==> src/hw/rtl/bbpe_pkg.sv <==
// Shared constants, types and helper functions of the Bezier patch evaluator.
// Used by the front queue, the evaluation engine and the top level.
`default_nettype none
package bbpe_pkg;

   localparam int COORD_WIDTH  = 32;
   localparam int UV_FRAC_BITS = 16;
   localparam int IN_COORD_W   = 32;
   localparam int UV_IN_W      = 17;
   localparam int POS_W        = 32;
   localparam int NORM_W       = 16;
   localparam int T_W          = UV_FRAC_BITS + 1;
   localparam int TAN_W        = COORD_WIDTH + 3;
   localparam int LP_W         = COORD_WIDTH + T_W + 2;
   localparam int OP_W         = 31;
   localparam int MP_W         = 2 * OP_W;
   localparam int CR_W         = 2 * OP_W + 1;
   localparam int SUM_W        = 2 * OP_W;
   localparam int SQ_W         = 64;
   localparam int ROOT_W       = OP_W;
   localparam int NUM_W        = OP_W + 16;
   localparam int DIV_W        = NUM_W + 1;
   localparam int QUO_W        = 16;
   localparam int QUEUE_DEPTH  = 2;
   localparam int QPTR_W       = 1;
   localparam int QCNT_W       = 2;
   localparam int NPTS         = 16;
   localparam int IDX_W        = 4;
   localparam int RAM_W        = 3 * COORD_WIDTH;

   localparam logic [T_W-1:0] UV_ONE = T_W'(1) << UV_FRAC_BITS;
   localparam longint TAN_LIMIT = longint'(1) << 30;
   localparam logic [QUO_W-1:0] NORM_MAX = QUO_W'(16384);

   localparam logic CMD_LOAD = 1'b0;
   localparam logic CMD_EVAL = 1'b1;

   typedef logic signed [COORD_WIDTH-1:0] coord_type;
   typedef logic signed [TAN_W-1:0] tan_type;
   typedef logic signed [CR_W-1:0] cross_type;

   typedef struct packed {
      logic                 command;
      logic [IDX_W-1:0]     point_index;
      coord_type            x;
      coord_type            y;
      coord_type            z;
      logic [T_W-1:0]       u;
      logic [T_W-1:0]       v;
   } work_type;

   function automatic logic [T_W-1:0] clamp_uv(input logic [UV_IN_W-1:0] p);
      if (64'(p) > 64'(UV_ONE)) return UV_ONE;
      return T_W'(p);
   endfunction

   function automatic logic tan_big(input tan_type x);
      return (64'(x) >= TAN_LIMIT) || (64'(x) < -TAN_LIMIT);
   endfunction

   function automatic logic cross_big(input cross_type x);
      return (64'(x) >= TAN_LIMIT) || (64'(x) < -TAN_LIMIT);
   endfunction

   function automatic logic signed [POS_W-1:0] sat_pos(input coord_type x);
      if (64'(x) > 64'sh7fffffff) return 32'sh7fffffff;
      if (64'(x) < -64'sh80000000) return 32'sh80000000;
      return POS_W'(x);
   endfunction

   // Left operand of each de Casteljau step; the right one is the next point.
   function automatic logic [1:0] lerp_left(input logic [2:0] step);
      logic [1:0] sel;
      unique case (step)
         3'd0, 3'd3, 3'd5: sel = 2'd0;
         3'd1, 3'd4:       sel = 2'd1;
         3'd2:             sel = 2'd2;
         default:          sel = 2'd0;
      endcase
      return sel;
   endfunction

   // Points read for the fallback normal, in the order P7, P5, P15, P13.
   function automatic logic [IDX_W-1:0] fb_addr(input logic [1:0] k);
      logic [IDX_W-1:0] a;
      unique case (k)
         2'd0:    a = IDX_W'(7);
         2'd1:    a = IDX_W'(5);
         2'd2:    a = IDX_W'(15);
         default: a = IDX_W'(13);
      endcase
      return a;
   endfunction

endpackage
`default_nettype wire

==> src/hw/rtl/bbpe_front.sv <==
// Front end: accepts request words, clamps u and v, and queues commands in order.
// Depends on bbpe_pkg.
`default_nettype none
module bbpe_front (
   input  wire logic                                 clock,
   input  wire logic                                 reset,
   input  wire logic                                 req_valid,
   output logic                                      req_ready,
   input  wire logic                                 req_command,
   input  wire logic [bbpe_pkg::IDX_W-1:0]           req_point_index,
   input  wire logic signed [bbpe_pkg::IN_COORD_W-1:0] req_coord_x,
   input  wire logic signed [bbpe_pkg::IN_COORD_W-1:0] req_coord_y,
   input  wire logic signed [bbpe_pkg::IN_COORD_W-1:0] req_coord_z,
   input  wire logic [bbpe_pkg::UV_IN_W-1:0]         req_u_param,
   input  wire logic [bbpe_pkg::UV_IN_W-1:0]         req_v_param,
   output bbpe_pkg::work_type                        q_head,
   output logic                                      q_valid,
   input  wire logic                                 q_pop
);

   bbpe_pkg::work_type ent_ff [bbpe_pkg::QUEUE_DEPTH];
   bbpe_pkg::work_type entry_in;
   logic [bbpe_pkg::QPTR_W-1:0] wr_ptr_ff, wr_ptr_in;
   logic [bbpe_pkg::QPTR_W-1:0] rd_ptr_ff, rd_ptr_in;
   logic [bbpe_pkg::QCNT_W-1:0] count_ff, count_in;
   logic push;
   logic pop;

   assign req_ready = (count_ff != bbpe_pkg::QCNT_W'(bbpe_pkg::QUEUE_DEPTH));
   assign q_valid   = (count_ff != '0);
   assign q_head    = ent_ff[rd_ptr_ff];
   assign push      = req_valid && req_ready;
   assign pop       = q_pop && q_valid;

   always_comb begin
      entry_in.command     = req_command;
      entry_in.point_index = req_point_index;
      entry_in.x           = bbpe_pkg::COORD_WIDTH'(req_coord_x);
      entry_in.y           = bbpe_pkg::COORD_WIDTH'(req_coord_y);
      entry_in.z           = bbpe_pkg::COORD_WIDTH'(req_coord_z);
      entry_in.u           = bbpe_pkg::clamp_uv(req_u_param);
      entry_in.v           = bbpe_pkg::clamp_uv(req_v_param);
      wr_ptr_in = push ? wr_ptr_ff + 1'b1 : wr_ptr_ff;
      rd_ptr_in = pop ? rd_ptr_ff + 1'b1 : rd_ptr_ff;
      count_in  = count_ff + bbpe_pkg::QCNT_W'(push) - bbpe_pkg::QCNT_W'(pop);
   end

   always_ff @(posedge clock) begin
      if (reset) begin
         wr_ptr_ff <= '0;
         rd_ptr_ff <= '0;
         count_ff  <= '0;
      end else begin
         wr_ptr_ff <= wr_ptr_in;
         rd_ptr_ff <= rd_ptr_in;
         count_ff  <= count_in;
      end
   end

   always_ff @(posedge clock) begin
      if (push) begin
         ent_ff[wr_ptr_ff] <= entry_in;
      end
   end

endmodule
`default_nettype wire

==> config.mk <==
export PLATFORM = sky130hd
export DESIGN_NAME = bbpe_front
export DESIGN_NICKNAME = d
export VERILOG_FILES = /design/src/hw/rtl/bbpe_pkg.sv /design/src/hw/rtl/bbpe_front.sv
export SDC_FILE = /design/constraint.sdc
export NUM_CORES = 1
export LEC_CHECK = 0
export ABC_AREA = 1
export BUFFER_PORTS_ARGS = -buffer_cell sky130_fd_sc_hd__buf_4
export CAP_MARGIN = 15
export CORE_MARGIN = 5
export CORE_UTILIZATION = 53
export DETAILED_ROUTE_END_ITERATION = 6
export PLACE_DENSITY = 0.8
export SLEW_MARGIN = 25
export SYNTH_ARGS = -nofsm -noshare
export SYNTH_HDL_FRONTEND = slang
export SYNTH_SLANG_ARGS = --single-unit
==> constraint.sdc <==
create_clock -name clock -period 11.37 [get_ports clock]
set_clock_uncertainty 0.1 [all_clocks]
set_input_delay 2.8425 -clock clock [delete_from_list [all_inputs] [get_ports clock]]
set_output_delay 2.8425 -clock clock [all_outputs]
set_load 0.01 [all_outputs]
==> impl_metrics.json <==
{
  "clk_latency_ps": 510,
  "cts_tree": "built",
  "power_density_nw_per_um2": 215,
  "end_kind": "primary output",
  "grt_max_degree": 71,
  "clock_sinks": 275,
  "critPathMostFrequentCell": "buf_4",
  "syn_area_um2": 10600,
  "status": "completed",
  "io_buffers": 275,
  "peakVddDrop_mv": 0.161,
  "yosys_warnings": 0,
  "drt_iter0_drc": 218,
  "place_inst": 1078,
  "cts_buffers": 28,
  "hp-class": "reg -> reg",
  "ctsHoldBuffers": 0,
  "max_freq_mhz": 168,
  "synth_top_cell_by_area": "edfxtp_1",
  "gp_congestion": 0.865,
  "rsz0062_at_grt": "false",
  "crit_path_max_incr_delay_ps": 770,
  "cts.clk_slew.worst_paths_ps": 60,
  "crit_chain": "buf_16 -> buf_4 -> mux2_2 -> buf_4",
  "grt_remaining_overflow": 0,
  "fillCellCount": 1240,
  "arrival_ps": 3000,
  "ys_seq_area_share_pct": 77.4,
  "period_share_pct": 52.2,
  "grt_pass1_vias": 6018,
  "die-area_um2": 22900,
  "drc": 0,
  "synth_top_area_share_pct": 76.5,
  "stdcell_area_um2": 13700,
  "wl_per_cell_um": 19.0,
  "fin_cells": 1127,
  "ys_seq_elements": 275,
  "power_leakage_nw": 5.36,
  "hold_viol_final": 0,
  "slowest_stage": "buf_4",
  "cp.required_ps": 8430,
  "vias": 5740,
  "ys_types": 16,
  "drive_gt1_share_pct": 52.9,
  "syn_to_final_growth_pct": 29.7,
  "drv_cap": 0,
  "htree_levels": 1,
  "tightest_slew_ps": 955,
  "dp_hpwl_um": 15100,
  "finalSetupViolCount": 0,
  "placed_area_um2": 12900,
  "coreArea_um2": 19600,
  "syn-instance-count": 555,
  "initial_core_util_pct": 54.1,
  "dr.pass1.iters": 6,
  "cts_setup_buffers": 0,
  "antenna_cells": 0,
  "relSlewSlack_pct": 36.3,
  "worst-setup-path-type": "reg -> out",
  "ant_nets": 0,
  "top_level_ports": 276,
  "cts_root_buf": "clkbuf_16",
  "syn_avg_cell_area_um2": 19.1,
  "ys_top_cells_by_area": "edfxtp_1 77%, mux2_2 9.0%, mux2_4 7.1%",
  "grt_pass1_wl_um": 31300,
  "grt_util_all_layers_pct": 17.7,
  "min_period_ps": 5940,
  "cp_max_fo": 63,
  "drt-vias-per-instance": 5.09,
  "rrSetupSlack_ps": 7890,
  "nets": 983,
  "synth_nets": 695,
  "num_rows": 51,
  "ctsLongestPathBuffers": 3,
  "die_h_um": 151,
  "antenna_found_initial": 0,
  "ctsResizeCount": 0,
  "fp.dieW_um": 151,
  "finalSetupTns_ps": 0,
  "drt_wl_total_um": 21400,
  "drv_slew": 0,
  "crit_path_start_kind": "register"
}
## metal layers
metal / up-vias / share of wire [%] / routed length [µm] / global-route usage [%]
li1: 2667 / - / - / -
met2: 256 / 49 / 10500 / 30.5
met5: - / 0 / 0 / 0
met4: 0 / 1.6 / 348 / 3.76
met3: 31 / 11 / 2360 / 5.66
met1: 2786 / 38 / 8170 / 21.9
## logic make-up (layout without fill, tap and decap cells)
logic type,count (synthesis),after routing,synth area share [%]
flip-flops,275,275,77.4
buffers and inverters,63,370,2.87
multiplexers,135,135,16.1
XOR/XNOR,2,2,0.165
AO/OA/AOI/OAI,37,37,1.75
adder cells (fa/ha/maj),1,1,0.118
AND/OR/NAND/NOR,42,42,1.53
## registers in the layout (all words and copies together) (netlist names), named ones only
signal and count:
count_ff 2, rd_ptr_ff 1, wr_ptr_ff 1, ent_ff 270
## cells in the mapped netlist
cell type	count
a21oi_1	35
buf_2	12
buf_6	7
clkbuf_1	4
dfxtp_1	5
edfxtp_1	270
ha_1	1
inv_1	40
mux2_2	85
mux2_4	50
nand2_1	13
nand2_2	2
nor2_1	27
o21ai_0	2
xnor2_1	1
xor2_1	1
## final timing paths
kind,endpoint,startpoint,depth (start not counted)
hold reg to reg,register,rd_ptr_ff,2
setup reg to reg,ent_ff[1][13],count_ff[0],6
setup / recovery,q_head[22],register,4
hold / removal,register,rd_ptr_ff,2
## report_power, final
part | internal [mW] | total, mW | switching, mW
clock | 0.462 | 0.806 | 0.345
combinational | 0.414 | 0.790 | 0.375
sequential | 1.30 | 1.35 | 0.0520
## critical path: cells and delay by family (launching register included)
family / cells / cell delay [ps]
buffers and inverters: 3 / 1240
flip-flops: 1 / 700
multiplexers: 1 / 440
## metrics by stage
| step | utilization [%] | hold WS (ps) | setup slack [ps] | power (mW) |
|---|---|---|---|---|
| finish | 70.1 | 375 | 5430 | 2.95 |
| global route | 70.1 | 408 | 5290 | 3.08 |
| CTS | 70.1 | 380 | 5400 | 2.99 |
| detailed placement | 66.0 | 369 | 5370 | 2.17 |
| global placement | 65.8 | 351 | 5500 | 2.14 |
| floorplan | - | 347 | 1810 | 1.83 |
## cells in the final DEF, fill, tap and decap left out
| master | n |
|---|---|
| buf_4 | 280 |
| edfxtp_1 | 270 |
| mux2_2 | 85 |
| mux2_4 | 50 |
| inv_1 | 40 |
| a21oi_1 | 35 |
| clkbuf_16 | 29 |
| nor2_1 | 25 |
| nand2_1 | 13 |
| clkinv_1 | 9 |
| clkbuf_1 | 5 |
| clkinv_2 | 4 |
| dfxtp_1 | 4 |
| nand2_2 | 2 |
| nor2_4 | 2 |
| o21ai_0 | 2 |
| xnor2_1 | 1 |
| xor2_1 | 1 |
| ha_1 | 1 |
| dfxtp_4 | 1 |
| clkinvlp_4 | 1 |
| inv_8 | 1 |
| buf_16 | 1 |
## final cells by class
class | instances | area (µm²) | share of cell area [%]
clock inverter | 15 | 72.6 | 0.528
multi-input combinational | 217 | 2100 | 15.3
sequential | 275 | 8210 | 59.8
timing repair buffer | 281 | 2130 | 15.5
tap | 265 | 332 | 2.41
clock buffer | 34 | 744 | 5.42
inverter | 40 | 150 | 1.09
(Power assumes the default switching activity.)
